[config.mk]
export PLATFORM = sky130hd
export DESIGN_NAME = bcad_fifo
export DESIGN_NICKNAME = d
export VERILOG_FILES = /design/src/rtl/core/bcad_pkg.sv /design/src/rtl/core/bcad_fifo.sv
export SDC_FILE = /design/constraint.sdc
export NUM_CORES = 1
export LEC_CHECK = 0
export BUFFER_PORTS_ARGS = -buffer_cell sky130_fd_sc_hd__buf_2
export CAP_MARGIN = 40
export CORE_MARGIN = 2
export CORE_UTILIZATION = 65
export DETAILED_ROUTE_END_ITERATION = 10
export MAX_ROUTING_LAYER = met4
export PLACE_DENSITY_LB_ADDON = 0.15
export SLEW_MARGIN = 0
export SYNTH_ARGS = -nofsm -noshare
export SYNTH_HDL_FRONTEND = slang
export SYNTH_SLANG_ARGS = --single-unit
[constraint.sdc]
create_clock -name i_clk -period 17.55 [get_ports i_clk]
set_input_delay 2.6325 -clock i_clk [delete_from_list [all_inputs] [get_ports i_clk]]
set_output_delay 2.6325 -clock i_clk [all_outputs]
set_load 0.005 [all_outputs]
[src/rtl/core/bcad_pkg.sv]
`timescale 1ns / 1ps
// ----------------------------------------------------------------------------
// bcad_pkg
// Shared widths, codes and types of the binary code asymmetric distance block.
// ----------------------------------------------------------------------------
package bcad_pkg;

    localparam int LANES       = 8;
    localparam int LANE_SH     = 3;
    localparam int MAX_DIM_DEF = 1024;

    localparam int QW         = 16;
    localparam int TERM_W     = QW + 1;
    localparam int QIDX_W     = 10;
    localparam int CODE_W     = 8;
    localparam int SCALE_W    = 16;
    localparam int ROW_W      = 20;
    localparam int SCORE_W    = 48;
    localparam int RDIM_W     = 11;
    localparam int RCNT_W     = 21;
    localparam int IN_DATA_W  = 72;
    localparam int OUT_DATA_W = 72;

    localparam int CFG_IDX_W  = 2;
    localparam int CFG_DATA_W = 21;

    localparam int FIFO_D = 8;

    localparam logic [RDIM_W-1:0] ROUTE_DIM_RST = 11'd1024;
    localparam logic [RCNT_W-1:0] ROW_COUNT_RST = 21'h100000;

    localparam logic OP_LOAD  = 1'b0;
    localparam logic OP_SCORE = 1'b1;

    localparam logic [CFG_IDX_W-1:0] REG_ROUTE_DIM = 2'd0;
    localparam logic [CFG_IDX_W-1:0] REG_ROW_COUNT = 2'd1;

    typedef struct packed {
        logic               valid;
        logic               last;
        logic               err;
        logic [SCALE_W-1:0] scale;
        logic [ROW_W-1:0]   row;
    } t_ctrl;

    typedef struct packed {
        logic [SCORE_W-1:0] score;
        logic [ROW_W-1:0]   row;
        logic               err;
    } t_result;

endpackage

[src/rtl/core/bcad_fifo.sv]
`timescale 1ns / 1ps
// ----------------------------------------------------------------------------
// bcad_fifo
// Result queue between the score pipeline and the output stream.
// ----------------------------------------------------------------------------
module bcad_fifo
    import bcad_pkg::*;
#(
    parameter int DEPTH = FIFO_D,
    localparam int PW   = (DEPTH > 1) ? $clog2(DEPTH) : 1,
    localparam int CW   = $clog2(DEPTH + 1)
) (
    input  logic    i_clk,
    input  logic    i_rst_n,
    input  logic    i_push,
    input  t_result i_data,
    input  logic    i_pop,
    output logic    o_valid,
    output t_result o_data
);

    t_result       r_mem [DEPTH];
    logic [PW-1:0] r_wr_ptr;
    logic [PW-1:0] r_rd_ptr;
    logic [CW-1:0] r_count;
    logic          pop_ok;

    assign o_valid = (r_count != '0);
    assign o_data  = r_mem[r_rd_ptr];
    assign pop_ok  = i_pop & o_valid;

    always_ff @(posedge i_clk) begin
        if (!i_rst_n) begin
            r_wr_ptr <= '0;
            r_rd_ptr <= '0;
            r_count  <= '0;
        end else begin
            if (i_push) begin
                r_wr_ptr <= (r_wr_ptr == PW'(DEPTH - 1)) ? '0 : r_wr_ptr + 1'b1;
            end
            if (pop_ok) begin
                r_rd_ptr <= (r_rd_ptr == PW'(DEPTH - 1)) ? '0 : r_rd_ptr + 1'b1;
            end
            r_count <= r_count + CW'(i_push) - CW'(pop_ok);
        end
        if (i_push) begin
            r_mem[r_wr_ptr] <= i_data;
        end
    end

endmodule

# Word-level counts from Yosys, hierarchy flattened
# Memory sizes are Yosys's and may differ from the RTL's. A register that Yosys moved wholly into a read port is not among the register bits.
# Index checks and enable logic that the tools add are counted.
[word_totals]
ramBits = 552
inputBits = 73
register_bits = 10
mem_count = 1
[op_classes]
n_mux = 6
reduce_logical = 1
n_eq_ne = 2
bitwise_logic = 1
n_addsub = 4
[mem_list]
columns = ["memory", "words", "word_bits", "rd", "rd_clocked_by_memory_dff", "wr", "line_no", "source"]
rows = [
  ["r_mem", 8, 69, 1, 1, 1, "bcad_fifo.sv:22", "t_result r_mem [DEPTH];"],
]
[op_table]
columns = ["op", "count"]
rows = [
  ["2-to-1 mux 3 bit", 4],
  ["adder 3 x 1 -> 3 bit (second input constant)", 2],
  ["equality test 3 bit (second input constant)", 2],
  ["adder 4 x 1 -> 4 bit", 1],
  ["nonzero test 4 bit", 1],
  ["subtractor 4 x 1 -> 4 bit", 1],
  ["2-to-1 mux 1 bit", 2],
  ["AND 1 bit", 1],
]

# Logic depth before layout (Yosys ltp)
[logic_depth]
ltp_word = 4
mapped_depth = 9
ltp_nobuf = 9

# Worst setup path after synthesis
# Ideal clock, no wire load.
[synth_path]
path_kind = "input-to-reg"
startpoint = "input i_push"
endpoint = "memory r_mem[0][0] in the netlist's numbering (enable)"
n_path_buf = 0
slack_ps = 9557
t_required_ps = 16969
setup_time_ps = 581
arrival_time_ps = 7412
cell_stages = 2
cell_sequence = "nand2b_1 -> nor3_1"
[synth_via]
elab_chain_len = 2
[synth_lines]
columns = ["element", "line_no", "source"]
rows = [
  ["from (decl)", "bcad_fifo.sv:15", "input logic i_push,"],
  ["2-to-1 mux 1 bit", "bcad_fifo.sv:46", "if (i_push) begin"],
  ["2-to-1 mux 1 bit (not written as such)", "bcad_fifo.sv:47", "r_mem[r_wr_ptr] <= i_data;"],
  ["to (decl)", "bcad_fifo.sv:22", ""],
]
# No other way between the ends.

==> reports/qor_table.md <==
| Stage | Quantity | This run |
|---|---|---|
| clocking | H-Tree Level Count | 2 |
| clocking | CTS sink count | 565 |
| sta | Final number of max-transition violations | 0 |
| yosys | Syn_nets | 954 |
| hold path | Path class of the lowest-slack min-delay path | reg -> reg |
| sta | Headroom to the max-slew limit | 0.492 |
| sta | Total Negative Setup Slacks | 0 ns |
| flow run | Maxcap violations | 0 |
| clocking | Setup fix buffers added after clock tree synthesis | 0 |
| placed design | Placed wire-length estimate after detailed placement | 20.4 mm |
| critical path | Internal reg-to-reg setup slack | 15.07 ns |
| clocking | Clock Latency Late Sink | 0.58 ns |
| yosys | Post-Syn Area | 21400 um2 |
| critical path | Timing endpoint of the critical path | o_data[39] |
| yosys | Count of cell types in the netlist | 25 |
| yosys | Mean instance size in the synthesized netlist | 24.5 um2 |
| sta | Slack of the critical path | 11.64 ns |
| clocking | Cell at the root of the clock tree | clkbuf_16 |
| floorplanning | Die outline height | 185 um |
| critical path | Register-to-Register Path Depth | 4 |
| critical path | End of the worst register-to-register path | r_mem[2][56] |
| final layout | Most frequent standard cell in the layout excluding fill and tap cells | edfxtp_1 |
| floorplanning | Area of the core region | 32500 um2 |
| clocking | Reg clk slew, reported paths | 0.06 ns |
| route | Routed length per placed instance | 25.1 um |
| route | Antenna violation net count after detailed routing | 0 |
| floorplanning | I/O pin count | 143 |
| clocking | Number of buffers created by CTS | 54 |
| critical path | Peak fanout along the critical path | 43 |
| yosys | Synth top area cells | edfxtp_1, mux4_2, mux2_2 |
| sta | Tightest Pin Transition | 0.762 ns |
| yosys | Synth area leader | edfxtp_1 |
| yosys | Cell count after synthesis | 872 |
| final layout | Layout net count | 1137 |
| floorplanning | Die Area | 34400 um2 |
| final layout | Area growth from synthesis to layout | 14.4% |
| critical path | CP endpoint kind | output pin |
| yosys | Proportion of synthesized chip area in sequential cells | 0.787 |
| final layout | Area occupied by multi-input gates | 4350 um2 |
| power and ir drop | Max IR drop VDD | 0.000102 V |
| critical path | Startpoint type of the worst setup path | flop |
| placed design | Number of placed cells counting well taps | 1441 |
| critical path | Critical R2R Launch | r_wr_ptr[2] |
| final layout | Share of post-route cells with drive strength above 1 | 0.417 |
| sta | Clock skew after layout | 0.0262 ns |
| final layout | Most used cells in the layout excluding fill and tap cells | edfxtp_1, buf_2, mux4_2, mux2_2, clkbuf_16 |
| route | Via count of the routed design | 9359 |
| final layout | Sequential cell area in the final layout | 16800 um2 |
| floorplanning | Initial Util | 0.660 |
| sta | Setup repair after global routing missed its margin | false |
| global routing | First-pass GRT wire length | 58.2 mm |
| clocking | Resize count post-CTS | 0 |
| sta | Final clock period utilization by the worst path | 0.337 |
| global routing | Global route overflow | 0 |
| placed design | Post-place setup slack | 12.20 ns |
| final layout | Core Util, Final | 0.755 |
| sta | Time the final worst path needs with I/O delays and setup | 5.91 ns |
| placed design | Global placer's final weighted congestion | 0.726 |
| final layout | Count of placed standard cells in the final layout, fillers left out | 1547 |
| critical path | Crit Path Class | reg -> out |
| global routing | Global-route total usage across every layer | 0.241 |
| route | Total detailed-routing wirelength | 38.8 mm |
| global routing | Number of antenna violations at the first check in global routing | 8 |
| route | Post-detailed-route via-to-cell ratio | 6.05 |
| critical path | WP data required | 14.92 ns |
| final layout | Filler cells | 1783 |
| clocking | Hold Buf Count CTS | 0 |
| sta | Fin. Hold Viols | 0 |
| status | Result of the run | finished, final reports clean |
| yosys | Number of flip-flops and latches in the synthesized netlist | 565 |
| clocking | Number of buffers on the longest clock path | 3 |
| yosys | Warnings from Yosys | 0 |
| power and ir drop | LEAKAGE | 0.00784 uW |
| floorplanning | Number of placement rows | 66 |
| clocking | CTS tree | done |
| yosys | Yosys top cell area share | 0.774 |
| route | Number of iterations in the first detailed-routing pass | 5 |
| global routing | Maximum number of pins on one net before global-route repair | 53 |
| global routing | Number of global-route vias before repair | 9825 |
| route | Remaining design rule violation count | 0 |
| route | First-iteration detailed-routing DRC count | 953 |
| floorplanning | Die Wd | 185 um |
| sta | Maximum operating frequency | 169 MHz |
| placed design | Input/output buffers | 142 |
| power and ir drop | P per Cell Area | 123 nW/um2 |
| critical path | Worst endpoint data arrival time | 3.28 ns |
| sta | Number of endpoints failing setup at the final stage | 0 |
-- synth_stat cells --
cell / number
edfxtp_1: 552
mux4_2: 138
mux2_2: 69
buf_6: 14
dfxtp_1: 13
clkbuf_1: 12
nand2_1: 11
mux2i_1: 10
buf_1: 9
ha_1: 8
nor2_1: 8
buf_2: 5
and2_1: 4
inv_1: 4
nand2b_1: 3
nor2b_1: 2
nor3_1: 2
a21o_1: 1
a21oi_1: 1
fa_1: 1
nand3b_1: 1
o22ai_1: 1
or2_2: 1
or3b_2: 1
xor2_1: 1
-- registers in the layout, summed over array words and instances, names as in the netlist, named ones only --
signal,cells
r_count,4
r_rd_ptr,3
r_mem,552
r_wr_ptr,3
-- worst max-delay path, cell delays in order, from the launching register on --
cell     delay [ns]
dfxtp_4        0.48
buf_16         0.30
buf_4          0.34
buf_4          0.23
buf_16         0.30
mux4_2         0.58
mux2_2         0.28
buf_2          0.14
-- area by class of cell --
cell class	instances	share of cell area
flip-flops and latches	565	0.688
repair buffers	167	0.0431
well taps	442	0.0226
clock inverters	25	0.00873
inverters	4	0.000613
multi-input cells	263	0.177
diodes	8	0.000817
clock buffers	73	0.0589
-- how the worst min path moves through the flow --
stage                     depth (start not counted)  slack [ns]        start     endpoint
final                                             2        0.50  r_rd_ptr[1]  r_rd_ptr[1]
after global routing                              2        0.52  r_rd_ptr[1]         flop
after CTS                                         2        0.50  r_rd_ptr[2]         flop
after detailed placement                          2        0.49  r_rd_ptr[2]         flop
after global placement                            2        0.47  r_rd_ptr[2]         flop
after floorplan                                   2        0.46  r_rd_ptr[2]         flop
-- layer usage --
layer,share of wire,track usage,vias to the layer above
met5,0,-,-
met4,0.019,0.0676,0
met3,0.068,0.0481,58
met2,0.49,0.371,334
met1,0.42,0.337,4882
li1,-,-,4085
-- stage by stage --
step                      instance area, um2  hold WS, ns  total power [uW]
after global placement                 22600        0.470              1960
after CTS                              24500        0.502              3050
final                                  24500        0.501              3020
after floorplan                        21400        0.464              1840
after global routing                   24500        0.521              3130
after detailed placement               22800        0.493              1970
-- power breakdown --
group          switching [uW]  internal (uW)  total, uW
logic                     179            219        398
registers                24.0           1520       1540
clock network             464            620       1080
-- kinds of logic after synthesis --
kind of cell	count (synthesis)	share of synthesized area
multiplexers	217	0.186
XOR/XNOR	1	0.000409
AO/OA/AOI/OAI	3	0.000877
adder cells (fa/ha/maj)	9	0.00561
buffers and inverters	44	0.0129
AND/OR/NAND/NOR	33	0.00748
flip-flops	565	0.787
Power figures use the tool's default switching activity.
