==> src/rtl/core/bcad_pkg.sv <==
`timescale 1ns / 1ps
// ----------------------------------------------------------------------------
// bcad_pkg
// Shared widths, codes and types of the binary code asymmetric distance block.
// ----------------------------------------------------------------------------
package bcad_pkg;

    localparam int LANES       = 8;
    localparam int LANE_SH     = 3;
    localparam int MAX_DIM_DEF = 1024;

    localparam int QW         = 16;
    localparam int TERM_W     = QW + 1;
    localparam int QIDX_W     = 10;
    localparam int CODE_W     = 8;
    localparam int SCALE_W    = 16;
    localparam int ROW_W      = 20;
    localparam int SCORE_W    = 48;
    localparam int RDIM_W     = 11;
    localparam int RCNT_W     = 21;
    localparam int IN_DATA_W  = 72;
    localparam int OUT_DATA_W = 72;

    localparam int CFG_IDX_W  = 2;
    localparam int CFG_DATA_W = 21;

    localparam int FIFO_D = 8;

    localparam logic [RDIM_W-1:0] ROUTE_DIM_RST = 11'd1024;
    localparam logic [RCNT_W-1:0] ROW_COUNT_RST = 21'h100000;

    localparam logic OP_LOAD  = 1'b0;
    localparam logic OP_SCORE = 1'b1;

    localparam logic [CFG_IDX_W-1:0] REG_ROUTE_DIM = 2'd0;
    localparam logic [CFG_IDX_W-1:0] REG_ROW_COUNT = 2'd1;

    typedef struct packed {
        logic               valid;
        logic               last;
        logic               err;
        logic [SCALE_W-1:0] scale;
        logic [ROW_W-1:0]   row;
    } t_ctrl;

    typedef struct packed {
        logic [SCORE_W-1:0] score;
        logic [ROW_W-1:0]   row;
        logic               err;
    } t_result;

endpackage

==> src/rtl/core/bcad_ram.sv <==
`timescale 1ns / 1ps
// ----------------------------------------------------------------------------
// bcad_ram
// Generic single write port RAM with one registered read port.
// ----------------------------------------------------------------------------
module bcad_ram #(
    parameter int WIDTH = 16,
    parameter int DEPTH = 128,
    localparam int AW   = (DEPTH > 1) ? $clog2(DEPTH) : 1
) (
    input  logic             i_clk,
    input  logic             i_we,
    input  logic [AW-1:0]    i_waddr,
    input  logic [WIDTH-1:0] i_wdata,
    input  logic [AW-1:0]    i_raddr,
    output logic [WIDTH-1:0] o_rdata
);

    logic [WIDTH-1:0] r_mem [DEPTH];
    logic [WIDTH-1:0] r_rdata;

    always_ff @(posedge i_clk) begin
        if (i_we) begin
            r_mem[i_waddr] <= i_wdata;
        end
        r_rdata <= r_mem[i_raddr];
    end

    assign o_rdata = r_rdata;

endmodule

==> src/rtl/core/bcad_lane.sv <==
`timescale 1ns / 1ps
// ----------------------------------------------------------------------------
// bcad_lane
// One lane: a bank of the query store and the signed term of one code bit.
// ----------------------------------------------------------------------------
module bcad_lane
    import bcad_pkg::*;
#(
    parameter int BANK_D = MAX_DIM_DEF / LANES,
    localparam int AW    = (BANK_D > 1) ? $clog2(BANK_D) : 1
) (
    input  logic                     i_clk,
    input  logic                     i_we,
    input  logic [AW-1:0]            i_waddr,
    input  logic signed [QW-1:0]     i_wdata,
    input  logic [AW-1:0]            i_raddr,
    input  logic                     i_bit,
    input  logic                     i_en,
    output logic signed [TERM_W-1:0] o_term
);

    logic [QW-1:0]            q_raw;
    logic signed [TERM_W-1:0] q_ext;
    logic signed [TERM_W-1:0] n_term;
    logic signed [TERM_W-1:0] r_term;

    bcad_ram #(
        .WIDTH (QW),
        .DEPTH (BANK_D)
    ) u_bank (
        .i_clk   (i_clk),
        .i_we    (i_we),
        .i_waddr (i_waddr),
        .i_wdata (i_wdata),
        .i_raddr (i_raddr),
        .o_rdata (q_raw)
    );

    always_comb begin
        q_ext = signed'({q_raw[QW-1], q_raw});
        if (!i_en) begin
            n_term = '0;
        end else if (i_bit) begin
            n_term = q_ext;
        end else begin
            n_term = -q_ext;
        end
    end

    always_ff @(posedge i_clk) begin
        r_term <= n_term;
    end

    assign o_term = r_term;

endmodule

==> config.mk <==
export PLATFORM = sky130hd
export DESIGN_NAME = bcad_lane
export DESIGN_NICKNAME = d
export VERILOG_FILES = /design/src/rtl/core/bcad_pkg.sv /design/src/rtl/core/bcad_ram.sv /design/src/rtl/core/bcad_lane.sv
export SDC_FILE = /design/constraint.sdc
export NUM_CORES = 2
export LEC_CHECK = 0
export BUFFER_PORTS_ARGS = -buffer_cell sky130_fd_sc_hd__buf_2
export CORE_MARGIN = 2
export CORE_UTILIZATION = 45
export CTS_CLUSTER_DIAMETER = 50
export DETAILED_ROUTE_END_ITERATION = 16
export MAX_ROUTING_LAYER = met4
export PLACE_DENSITY = 0.59
export SLEW_MARGIN = 20
export SYNTH_ARGS = -nofsm -noshare
export SYNTH_HDL_FRONTEND = slang
export SYNTH_SLANG_ARGS = --single-unit
==> constraint.sdc <==
create_clock -name i_clk -period 3.1 [get_ports i_clk]
set_input_delay 0.465 -clock i_clk [delete_from_list [all_inputs] [get_ports i_clk]]
set_output_delay 0.465 -clock i_clk [all_outputs]
set_load 0.02 [all_outputs]
; ---- After elaboration in Yosys (flattened, before gate mapping)
; Memory sizes are Yosys's and may differ from the RTL's. A register that Yosys moved wholly into a read port is not among the register bits.
; Cells that the tools add are included.
; W data, S select, Z words.
[totals]
n_memories = 1
output_inout_bits = 17
ram_bits = 2048
ff_bits = 17
elab_cells = 6
input_bits = 34
[op_classes]
muxes = 3
addsub = 1
[memory_table]
columns = memory, words, word_bits, rd, rd_ports_with_merged_regs, write_ports, line
row1 = u_bank.r_mem, 128, 16, 1, 1, 1, bcad_ram.sv:19  ; logic [WIDTH-1:0] r_mem [DEPTH];
[op_table]
columns = operator, n
row1 = $mux W17, 1
row2 = $neg A16 Y17, 1
row3 = $mux W1, 2

; ---- Longest topological paths before layout
[depth]
word_depth = 2
mapped_depth = 7
ltp_nobuf = 6

; ---- Hierarchy
; From an unflattened synthesis, not the netlist that was laid out.
[hier_totals]
hier_cells = 3173
area_unflattened_um2 = 79381.1
[by_module_without_submodules]
columns = mod, area_per_inst_um2, seq_area_each_um2, n_inst, cells_per_inst
row1 = bcad_ram, 78522.8, 61819.3, 1, 3086
row2 = bcad_lane, 858.3, 340.3, 1, 87

; ---- Worst setup path before layout
; OpenSTA, ideal clock, no wires.
[synth_path]
path_kind = input to register
start = in i_raddr[0]
end = reg u_bank.r_rdata[0], in the netlist u_bank.o_rdata[0] (read register of u_bank.r_mem)
cell_stages = 6
path_buffers = 2
required_time_ps = 2979
setup_ps = 121
setup_slack_ps = 143
arrival_time_ps = 2836
cell_sequence = buf_2 -> clkbuf_1 -> mux4_2 -> mux4_2 -> mux4_2 -> mux2_2
[synth_rtl]
columns = item, line
row1 = from (decl), bcad_lane.sv:16  ; input logic [AW-1:0] i_raddr,
row2 = to (decl), bcad_ram.sv:20  ; logic [WIDTH-1:0] r_rdata;

==> results_dict.tcl <==
set metrics [dict create \
    synthTopCellsByCount "2048 x edfxtp_1, 672 x mux4_2, 128 x nor2_1" \
    initial_utilization_pct 45.2 \
    swShare_pct 21.1 \
    clock_sinks 2081 \
    clkLatencyLatePin_ns 0.86 \
    ant_nets 0 \
    p_seq_share_pct 51.8 \
    synth.distinct_cells 31 \
    ioPinCount 51 \
    yosys.area.top_type "edfxtp_1" \
    syn-num-nets 3208 \
    drt-total-wl_um 196000 \
    crit_top_cell "mux4_2" \
    via_count 36340 \
    synthTopCellsByArea "edfxtp_1 78%, mux4_2 19%, dfxtp_1 0.83%, nor2_1 0.61%, clkbuf_1 0.43%" \
    dr_wl_met2_um 96800 \
    cts_setup_buffers 0 \
    avgRoutedWirePerCell_um 32.2 \
    layout.area.seq_sq_um 62200 \
    max_slew_margin_pct 35.5 \
    final-max-slew-violation-count 0 \
    total_power_mw 60.1 \
    cp.required_ns 3.85 \
    port_buffers 50 \
    multi_input_area_sq_um 16500 \
    critPathLaunchType "register" \
    path_clk_slew_ns 0.07 \
    drv_cap 0 \
    fin_skew_ns 0.0522 \
    period_share_pct 81.1 \
    core_area_sq_um 176000 \
    synth-simple-area-share_pct 1.09 \
    antenna_found_initial 21 \
    syn_area_per_cell_sq_um 25.0 \
    fin_crit_ns 2.52 \
    synth_top_family_by_area "multiplexers" \
    rows 154 \
    synth-compound-area-share_pct 0.153 \
    drcViolationCount 0 \
    cp_slowest_stage_delay_ns 0.63 \
    cts_buffers 211 \
    hold_path_class "in -> reg" \
    vdd_drop_max_uv 437 \
    die_area_sq_um 180000 \
    setup_viol_count_final 0 \
    cpMaxStageDelayCell "mux4_2" \
    clock_tree.buffer_depth 3 \
    cts_tree "done" \
    ys.flop_type "edfxtp_1" \
    arrival_ns 3.26 \
    synth-seq-cells 2081 \
    p_comb_share_pct 5.3 \
    synthMuxAreaShare_pct 19.3 \
    cts-root-buf "clkbuf_16" \
    h-tree-depth 4 \
    dr.max_layer_used "met4" \
    fin_setup_tns_ns 0 \
    wl_met1_um 80800 \
    grt_pass1_wl_um 280000 \
    finalHoldViolCount 0 \
    cts_hold_buf 1 \
    clockPowerShare_pct 42.8 \
    finalInstanceArea_sq_um 92200 \
    die_height_um 424 \
    rsz0062_at_grt "no" \
    grt-ovfl-total 0 \
    nNetsFinal 3600 \
    filler_cell_count 13106 \
    crit_type "reg -> reg" \
    grt_pass1_vias 37337 \
    drive_gt1_share_pct 36.4 \
    vias_per_cell 5.96 \
    crit_chain "mux4_2 -> mux4_2 -> mux4_2 -> mux2_2" \
    fmax_mhz 398 \
    wl_met3_um 14400 \
    p_int_mw 47.4 \
    async_reset_ff_share_pct 0 \
    synth_area_sq_um 79300 \
    power_switching_mw 12.7 \
    outcome "complete, no violations" \
    grt_max_degree 129 \
    yosys.area_share.adder_pct 0.0158 \
    gp_congestion 0.828 \
    firstDrtPassIters 5 \
    yosys.area.top_type_share_pct 77.6 \
    syn-instance-count 3173 \
    grtUsageTotal_pct 22.8 \
    drt-initial-drc-count 4844 \
    cts_resized 0 \
    die_w_um 424 \
    placed_area_sq_um 85100 \
    yosys_warnings 0 \
    p_per_area_nw_per_um2 651 \
    synth.most_common_cell "edfxtp_1" \
    worst_pin_slew_ns 0.968 \
    synthToLayoutAreaGrowth_pct 16.3 \
    critPathCaptureType "register" \
    synthXorXnorAreaFrac_pct 0.110 \
    synth-edff-count 2048 \
    place_hpwl_um 118000 \
    crit_fanout 1 \
    seq_area_frac_synth_pct 78.4 \
    power.leakage_nw 28.9 \
]
worst paths after layout:
check                                 start                             to  slack (ns)  cells after the start
min                              i_wdata[2]  u_bank.r_mem[18][2]$_DFFE_PP_        0.08                      1
min reg2reg       u_bank.o_rdata[0]$_DFF_P_           o_term[0]$_SDFF_PN0_        0.64                      1
max reg2reg  u_bank.r_mem[20][10]$_DFFE_PP_     u_bank.o_rdata[10]$_DFF_P_        0.58                      4
max          u_bank.r_mem[20][10]$_DFFE_PP_     u_bank.o_rdata[10]$_DFF_P_        0.58                      4
registers in the layout (all words and copies together), names as in the netlist:
signal          flops
u_bank.o_rdata     16
o_term             17
u_bank.r_mem     2048
layer usage:
layer  GRT usage (%)  vias to the layer above
li1                -                    14604
met1            31.4                    19927
met2            35.9                     1508
met3            3.86                      301
met4            5.52                        0
met5               -                        -
layout make-up:
type	instances	share of cell area, %
repair buffers	346	3.82
flip-flops and latches	2081	67.4
inverters	7	0.0285
clock inverters	136	1.64
clock buffers	261	6.09
multi-input cells	918	17.8
diodes	5	0.0136
well taps	2340	3.17
cells by family after synthesis:
logic type	count (synthesis)
adders and majority gates	1
AOI/OAI and AO/OA	19
xor gates and xnor gates	10
buffers and inverters	174
muxes	689
and+or+nand+nor	199
DFF	2081
power groups by stage:
| stage | logic (mW) | clock network (mW) | registers, mW |
|---|---|---|---|
| global route | 3.39 | 27.3 | 31.1 |
| detailed placement | 3.24 | 0 | 31.7 |
| global placement | 3.16 | 0 | 31.7 |
| CTS | 3.25 | 26.1 | 31.1 |
| floorplan | 1.60 | 0 | 31.8 |
| finish | 3.21 | 25.7 | 31.1 |
worst max-delay path, delay by kind of cell, from the launching register on:
family	cells	cell delay, ns
DFF	1	0.38
muxes	4	2.05
cells in the final DEF (no fill, tap or decap), drive strengths merged, types with 2 or more instances in the layout:
cell,count
nor2b,8
clkinvlp,11
edfxtp,2048
nor3,13
and2,11
inv,19
dfxtp,33
clkinv,89
a21boi,3
diode,5
mux4,672
mux2,16
o21ai,5
a31oi,4
nor2,128
a41oi,2
a21oi,4
or3,5
nand2,14
nand3,12
bufinv,24
xor2,6
nand4,3
clkbuf,261
xnor2,4
nand2b,2
buf,345
per-stage QoR:
step / utilization, % / hold WS (ns) / setup slack (ns) / instances
floorplan: - / 0.454 / 0.143 / 3173
global placement: 48.5 / 0.636 / -0.179 / 5690
detailed placement: 48.5 / 0.631 / -0.184 / 5690
CTS: 52.5 / 0.0394 / 0.575 / 6088
global route: 52.5 / 0.0360 / 0.558 / 6090
finish: 52.5 / 0.0808 / 0.585 / 6094
No activity file was read; power rests on OpenSTA's default activity.
