## config.mk

```make
export PLATFORM = sky130hd
export DESIGN_NAME = bcad_merge
export DESIGN_NICKNAME = d
export VERILOG_FILES = /design/src/rtl/core/bcad_pkg.sv /design/src/rtl/core/bcad_merge.sv
export SDC_FILE = /design/constraint.sdc
export NUM_CORES = 2
export LEC_CHECK = 0
export BUFFER_PORTS_ARGS = -buffer_cell sky130_fd_sc_hd__buf_2
export CORE_UTILIZATION = 33
export CTS_CLUSTER_SIZE = 24
export DETAILED_ROUTE_END_ITERATION = 10
export PLACE_DENSITY_LB_ADDON = 0.3
export SLEW_MARGIN = 20
export SYNTH_ARGS = -nofsm -noshare
export SYNTH_HDL_FRONTEND = slang
export SYNTH_SLANG_ARGS = --single-unit
export TNS_END_PERCENT = 5
```

## constraint.sdc

```tcl
create_clock -name i_clk -period 10.6 [get_ports i_clk]
set_input_delay 1.59 -clock i_clk [delete_from_list [all_inputs] [get_ports i_clk]]
set_output_delay 1.59 -clock i_clk [all_outputs]
set_load 0.005 [all_outputs]
```

## src/rtl/core/bcad_pkg.sv

```systemverilog
`timescale 1ns / 1ps
// ----------------------------------------------------------------------------
// bcad_pkg
// Shared widths, codes and types of the binary code asymmetric distance block.
// ----------------------------------------------------------------------------
package bcad_pkg;

    localparam int LANES       = 8;
    localparam int LANE_SH     = 3;
    localparam int MAX_DIM_DEF = 1024;

    localparam int QW         = 16;
    localparam int TERM_W     = QW + 1;
    localparam int QIDX_W     = 10;
    localparam int CODE_W     = 8;
    localparam int SCALE_W    = 16;
    localparam int ROW_W      = 20;
    localparam int SCORE_W    = 48;
    localparam int RDIM_W     = 11;
    localparam int RCNT_W     = 21;
    localparam int IN_DATA_W  = 72;
    localparam int OUT_DATA_W = 72;

    localparam int CFG_IDX_W  = 2;
    localparam int CFG_DATA_W = 21;

    localparam int FIFO_D = 8;

    localparam logic [RDIM_W-1:0] ROUTE_DIM_RST = 11'd1024;
    localparam logic [RCNT_W-1:0] ROW_COUNT_RST = 21'h100000;

    localparam logic OP_LOAD  = 1'b0;
    localparam logic OP_SCORE = 1'b1;

    localparam logic [CFG_IDX_W-1:0] REG_ROUTE_DIM = 2'd0;
    localparam logic [CFG_IDX_W-1:0] REG_ROW_COUNT = 2'd1;

    typedef struct packed {
        logic               valid;
        logic               last;
        logic               err;
        logic [SCALE_W-1:0] scale;
        logic [ROW_W-1:0]   row;
    } t_ctrl;

    typedef struct packed {
        logic [SCORE_W-1:0] score;
        logic [ROW_W-1:0]   row;
        logic               err;
    } t_result;

endpackage

```

## src/rtl/core/bcad_merge.sv

```systemverilog
`timescale 1ns / 1ps
// ----------------------------------------------------------------------------
// bcad_merge
// Sums the lane terms into the row dot product and forms the scaled score.
// ----------------------------------------------------------------------------
module bcad_merge
    import bcad_pkg::*;
#(
    parameter int MAX_DIM = MAX_DIM_DEF,
    localparam int DIM_W  = $clog2(MAX_DIM + 1)
) (
    input  logic                     i_clk,
    input  logic                     i_rst_n,
    input  logic signed [TERM_W-1:0] i_terms [LANES],
    input  t_ctrl                    i_ctrl,
    input  logic [DIM_W-1:0]         i_dim,
    output logic                     o_push,
    output t_result                  o_result
);

    localparam int ACC_W  = TERM_W + $clog2(MAX_DIM);
    localparam int SD_W   = ACC_W + SCALE_W + 1;
    localparam int DSS_W  = DIM_W + 2 * SCALE_W;
    localparam int MAX_A  = (DSS_W > SD_W + 5) ? DSS_W : SD_W + 5;
    localparam int MAX_B  = (MAX_A > SCORE_W) ? MAX_A : SCORE_W;
    localparam int FULL_W = MAX_B + 2;

    localparam logic signed [FULL_W-1:0] S_MAX =
        {{(FULL_W - SCORE_W + 1){1'b0}}, {(SCORE_W - 1){1'b1}}};
    localparam logic signed [FULL_W-1:0] S_MIN =
        {{(FULL_W - SCORE_W + 1){1'b1}}, {(SCORE_W - 1){1'b0}}};

    logic signed [ACC_W-1:0]  lane_sum;
    logic signed [ACC_W-1:0]  acc_next;
    logic signed [ACC_W-1:0]  r_acc;

    t_ctrl                    n_s3_ctrl;
    t_ctrl                    r_s3_ctrl;
    logic signed [ACC_W-1:0]  r_s3_dot;

    t_ctrl                    r_s4_ctrl;
    logic [2*SCALE_W-1:0]     r_s4_ss;
    logic signed [SD_W-1:0]   r_s4_sd;

    t_ctrl                    r_s5_ctrl;
    logic [DSS_W-1:0]         r_s5_dss;
    logic signed [SD_W-1:0]   r_s5_sd;

    logic signed [SCALE_W:0]  scale_s;
    logic signed [FULL_W-1:0] dss_f;
    logic signed [FULL_W-1:0] sd_f;
    logic signed [FULL_W-1:0] full;
    logic [SCORE_W-1:0]       sat;

    logic                     r_out_valid;
    t_result                  r_out;

    always_comb begin
        lane_sum = '0;
        for (int l = 0; l < LANES; l++) begin
            lane_sum = lane_sum + ACC_W'(i_terms[l]);
        end
        acc_next = r_acc + lane_sum;
        n_s3_ctrl       = i_ctrl;
        n_s3_ctrl.valid = i_ctrl.valid & i_ctrl.last;
    end

    always_ff @(posedge i_clk) begin
        if (!i_rst_n) begin
            r_acc           <= '0;
            r_s3_ctrl.valid <= 1'b0;
        end else begin
            if (i_ctrl.valid) begin
                r_acc <= i_ctrl.last ? '0 : acc_next;
            end
            r_s3_ctrl <= n_s3_ctrl;
        end
        r_s3_dot <= acc_next;
    end

    assign scale_s = signed'({1'b0, r_s3_ctrl.scale});

    always_ff @(posedge i_clk) begin
        if (!i_rst_n) begin
            r_s4_ctrl.valid <= 1'b0;
            r_s5_ctrl.valid <= 1'b0;
        end else begin
            r_s4_ctrl <= r_s3_ctrl;
            r_s5_ctrl <= r_s4_ctrl;
        end
        r_s4_ss  <= (2*SCALE_W)'(r_s3_ctrl.scale) * (2*SCALE_W)'(r_s3_ctrl.scale);
        r_s4_sd  <= SD_W'(scale_s) * SD_W'(r_s3_dot);
        r_s5_dss <= DSS_W'(i_dim) * DSS_W'(r_s4_ss);
        r_s5_sd  <= r_s4_sd;
    end

    // s*s has 24 fraction bits, s*dot has 20: 2*s*dot aligns as 32*s*dot
    always_comb begin
        dss_f = signed'(FULL_W'(r_s5_dss));
        sd_f  = FULL_W'(r_s5_sd);
        full  = dss_f - (sd_f <<< 5);
        if (full > S_MAX) begin
            sat = S_MAX[SCORE_W-1:0];
        end else if (full < S_MIN) begin
            sat = S_MIN[SCORE_W-1:0];
        end else begin
            sat = full[SCORE_W-1:0];
        end
    end

    always_ff @(posedge i_clk) begin
        if (!i_rst_n) begin
            r_out_valid <= 1'b0;
        end else begin
            r_out_valid <= r_s5_ctrl.valid;
        end
        r_out.score <= r_s5_ctrl.err ? '0 : sat;
        r_out.row   <= r_s5_ctrl.row;
        r_out.err   <= r_s5_ctrl.err;
    end

    assign o_push   = r_out_valid;
    assign o_result = r_out;

endmodule

```

======== Yosys cells after proc, flatten, opt, wreduce, memory -nomap -nowiden ========
Index checks and enable logic that the tools add are counted.
word-level totals
  output and inout bits ................... 70
  word-level logic and storage cells ...... 40
  flip-flop bits (word level) ............. 369
cells by class
  mux-type cells .......................... 3
  $mul .................................... 3
  reduce and logical (&&, ||, !) cells .... 1
  $add $sub $neg .......................... 9
  bitwise gates (word level) .............. 1
  $lt $le $gt $ge ......................... 2
operators with widths
  operator                                                       count
  > comparator 50 x 48 -> 1 bit (second input constant)          1
  less-than comparator 50 x 48 -> 1 bit (second input constant)  1
  subtractor 44 x 49 -> 50 bit                                   1
  2-to-1 mux 48 bit                                              1
  2-to-1 mux 47 bit                                              1
  multiplier 17 x 27 -> 44 bit                                   1
  multiplier 11 x 32 -> 43 bit                                   1
  multiplier 16 x 16 -> 32 bit                                   1
  adder 27 x 24 -> 27 bit                                        1
  2-to-1 mux 27 bit                                              1
  adder 23 x 17 -> 24 bit                                        1
  adder 22 x 17 -> 23 bit                                        1
  adder 21 x 17 -> 22 bit                                        1
  adder 20 x 17 -> 21 bit                                        1
  adder 19 x 17 -> 20 bit                                        1
  adder 18 x 17 -> 19 bit                                        1
  adder 17 x 17 -> 18 bit                                        1
  OR reduction 2 bit                                             1
  AND 1 bit                                                      1

======== Logic depth before layout (Yosys ltp) ========
  depth in word-level cells ............... 9
  gate-level depth with buffers ........... 26

======== Worst setup path before layout ========
OpenSTA, ideal clock, no wires.
  kind .................................... in2reg
  start ................................... input port i_dim[7]
  end ..................................... register r_s5_dss[38]
  path slack .............................. 3.660 ns
  required time ........................... 10.473 ns
  cell stages on the path ................. 21
  buffers on the path ..................... 1
  data arrival time ....................... 6.813 ns
  cells stage by stage .................... clkbuf_1 -> nand2_1 -> fa_1 -> inv_1 -> fa_1 -> fa_1 -> fa_1 -> inv_1 -> fa_1 -> inv_1 -> ha_1 -> nand2_1 -> o21ai_0 -> o31a_1 -> or3_1 -> o221ai_1 -> a21oi_1 -> a31oi_1 -> o21a_1 -> o21ai_0 -> xor2_1
between the ends
  word-level cells in the longest chain between the ends .. 1
RTL lines
  element                       line              source
  start: declaration            bcad_merge.sv:16  input logic [DIM_W-1:0] i_dim,
  multiplier 11 x 32 -> 43 bit  bcad_merge.sv:93  r_s5_dss <= DSS_W'(i_dim) * DSS_W'(r_s4_ss);
  end signal: assignment        bcad_merge.sv:93
  end: declaration              bcad_merge.sv:46  logic [DSS_W-1:0] r_s5_dss;
No other way between the ends.
A chain may end at the register's enable or synchronous reset.

======== Final worst setup path ========
  start ................................... register r_s3_ctrl[24] in the netlist's numbering
  end ..................................... register r_s4_sd[42]
between the ends
  word-level cells in the longest chain between the ends .. 1
RTL lines
  element                       line              source
  start: declaration            bcad_merge.sv:38  t_ctrl r_s3_ctrl;
  start signal: assignment      bcad_merge.sv:76  r_s3_ctrl <= n_s3_ctrl;
  multiplier 17 x 27 -> 44 bit  bcad_merge.sv:92  r_s4_sd <= SD_W'(scale_s) * SD_W'(r_s3_dot);
  end signal: assignment        bcad_merge.sv:92
  end: declaration              bcad_merge.sv:43  logic signed [SD_W-1:0] r_s4_sd;
No other way between the ends.

==> implementation parameters <==
Parameter                              Value

Status
  Run status    complete, no violations

Final layout
  Sequential Area    just over 8000 um2
  Share of cells above drive strength 1    0.08117
  Area of the multi-input gates    36040 um2
  Layout fillers    14840
  Final net count    6718
  Area growth syn-to-layout    9.619%

Clock network
  H-tree Lvls    2
  Cells resized by post-CTS repair    0
  Maximum clock insertion buffer count    3
  TritonCTS clock tree    built
  Number of clock buffers inserted by TritonCTS    45
  Clk sinks    about 370
  Post-CTS Hold Buffers    0
  Clock insertion delay at the later pin of the skew report    0.63 ns
  Setup repair bufs after CTS    0
  CTS Root Buffer Type    clkbuf_16
  Register clock-pin slew on the reported worst setup and hold paths    0.06 ns

Synthesis
  Seq cells post-synth    368
  Cells after synthesis    5041
  Yosys synthesis warning count    0
  Yosys cell types    79
  EDFF count, synth    79
  Fraction of synthesis flops using an asynchronous set or reset pin    0
  Top_reg_cell synth    dfxtp_1
  Part of the Yosys area used for sequential elements    0.1656
  Synth Cell Area    49270 um2
  Synthesized area per cell    9.775 um2

STA
  Peak clock frequency supported by timing    132.6 MHz
  Pins Over Slew Limit    0
  Count of endpoints failing hold in the final timing report    0
  Worst Skew    0.03998 ns
  Time the worst path needs with I/O delays and setup    7.541 ns
  Final cycle utilization of the critical path    0.7114
  Sum of negative setup slack    0 ns
  Least-Margin Pin Slew    1.033 ns
  Headroom to the max-slew limit    0.3112
  Final setup fails    0
  Unrepaired setup endpoints after global routing    false

Floorplanning
  Core region area    148000 um2
  Initial core utilization    0.3329
  Die boundary width    388.4 um
  # rows    141
  Die area    150900 um2
  Die height    388.4 um
  Number of ports placed on the die boundary    258

Routing
  Metal3 WL    ~6000 um
  DR DRC count    0
  Starting DRC count in detailed routing    approximately 1600
  Number of detailed-route iterations in the first pass    5
  M1 WL    55320 um
  Routed length per instance    16.53 um
  Final routed wirelength across all metal layers    118000 um
  Vias after detailed routing    33340
  Number of nets with antenna violations after detailed routing    0
  Via density per instance    4.668
  Wire length on met2    between 50000 and 60000 um
  Top metal layer carrying routed signals    met5

Global routing
  Global-route wire length before repair    195200 um
  Via count of the first global-routing pass    ~36000
  Number of antenna violations at the first check in global routing    8
  Pin count of the biggest net entering global routing    70
  Global routing usage summed across all routing layers    0.1611
  Grt ovf    0

Job
  Max Cap Viol    0

Critical path
  Most repeated library cell on the critical path    fa_1
  Setup CP Type    flop to flop
  Setup crit start kind    flop
  CP Data Arrival Time    8.10 ns
  Max incr delay on CP    1.03 ns
  Critical path capture point type    flop
  Crit path buf inv count    4
  Critical path, cell by cell    buf_4 -> nand2_1 -> fa_1 -> fa_1 -> fa_1 -> inv_1 -> fa_1 -> fa_1 -> inv_1 -> fa_1 -> inv_1 -> ha_1 -> and2_1 -> a221o_1 -> o31a_1 -> a311oi_2 -> a31oi_1 -> o211ai_1 -> o211a_1 -> o21bai_1 -> a21oi_1 -> xnor2_1
  Library cell contributing the largest single delay on the critical path    edfxtp_1
  Data required, critical path    ~11 ns
  Top cell family by delay on the critical path    adder cells
  Max FO, Critical Path    27

Min path
  Min-Delay Path Class    flop to flop

Placement
  Total of buffers placed on input and output ports    roughly 260
  Routability Congestion    0.8414
  Total half-perimeter wirelength after legalization and detailed placement    96340 um
-- routing by layer --
layer / vias up / global-route usage
li1: 15520 / -
met1: 16910 / 0.2229
met2: 777 / 0.2664
met3: 126 / 0.02528
met4: 10 / 0.03184
met5: - / 0
-- registers in the layout (all words and copies together), names as in the netlist --
signal     count
o_result      69
r_s4_sd       44
r_s5_sd       44
r_s5_dss      43
r_s3_ctrl     38
r_s4_ss       31
r_acc         27
r_s3_dot      27
r_s4_ctrl     22
r_s5_ctrl     22
o_push         1
-- placed cells by master (no fill, tap or decap), types with 15 or more instances in the layout --
| cell | instances |
|---|---|
| nand2_1 | 611 |
| ha_1 | 355 |
| nand3_1 | 18 |
| edfxtp_1 | 79 |
| inv_1 | 1145 |
| a21o_1 | 72 |
| clkbuf_16 | 45 |
| dfxtp_1 | 289 |
| a22oi_1 | 18 |
| a21oi_1 | 151 |
| xnor2_1 | 119 |
| o32ai_1 | 17 |
| buf_2 | 256 |
| xor2_1 | 61 |
| buf_4 | 27 |
| o21bai_1 | 24 |
| o21a_1 | 18 |
| o32ai_2 | 30 |
| fa_1 | 1000 |
| o21ai_0 | 73 |
| nor2_1 | 104 |
| and3_1 | 20 |
| nor2b_1 | 37 |
| nand2b_1 | 21 |
| nand4_1 | 15 |
| a31oi_1 | 22 |
| and2_1 | 370 |
-- cell families after synthesis --
| family | after synthesis | share of synthesized area |
|---|---|---|
| AO/OA/AOI/OAI | 546 | 0.08029 |
| XOR/XNOR | 180 | 0.03200 |
| adder cells (fa/ha/maj) | 1355 | 0.4964 |
| buffers and inverters | 1346 | 0.1038 |
| flip-flops | 368 | 0.1656 |
| multiplexers | 3 | 0.0006348 |
| other | 2 | 0.0001524 |
| AND/OR/NAND/NOR | 1241 | 0.1212 |
-- area by class of cell --
type / instances / area share
antenna: 1 / 0.00004633
inverter: 1146 / 0.07964
tap: 1930 / 0.04471
clock buffer: 54 / 0.02203
sequential: 368 / 0.1510
clock inverter: 29 / 0.007807
timing repair buffer: 283 / 0.02747
multi-input combinational: 3331 / 0.6673
-- synthesized netlist by cell type (12+ instances only) --
library cell	count	area share
xor2_1	61	0.011
nor2_1	104	0.0079
a22oi_1	18	0.0027
a211oi_1	12	0.0018
and3_1	20	0.0025
o32ai_1	17	0.0030
o21a_1	18	0.0027
edfxtp_1	79	0.048
nor3_1	13	0.0013
a21o_1	72	0.011
nor2b_1	37	0.0047
xnor2_1	119	0.021
fa_1	1000	0.41
nand2_1	611	0.047
clkbuf_1	183	0.014
dfxtp_1	289	0.12
nand3_1	18	0.0018
a21oi_1	152	0.015
nand4_1	15	0.0019
o21ai_0	73	0.0074
a31oi_1	22	0.0028
and2_1	370	0.047
o211ai_1	12	0.0018
o21bai_1	25	0.0038
o32ai_2	30	0.0099
ha_1	355	0.090
inv_1	1145	0.087
nand2b_1	21	0.0027
-- path summary, 6_finish.rpt --
check                     start          end  slack [ns]  depth (start not counted)
setup / recovery  r_s3_ctrl[24]  r_s4_sd[42]        3.06                         22
setup reg to reg  r_s3_ctrl[24]  r_s4_sd[42]        3.06                         22
hold / removal      r_s4_sd[18]  r_s5_sd[18]        0.32                          0
hold reg to reg     r_s4_sd[18]  r_s5_sd[18]        0.32                          0
-- per-stage QoR --
step                        util  instance area (um2)  setup WS [ns]  hold WS [ns]  cells
after floorplan                -                49290          3.660        0.3096   5045
after global placement    0.3540                52400          2.773        0.3119   7058
after detailed placement  0.3540                52400          2.801        0.3121   7058
after CTS                 0.3649                54010          3.025        0.2941   7141
after global routing      0.3649                54010          2.618        0.3096   7142
final                     0.3649                54010          3.059        0.3183   7142
Power is not shown: default switching activity piles up to over one toggle a cycle in this logic, so the estimate is an artifact.
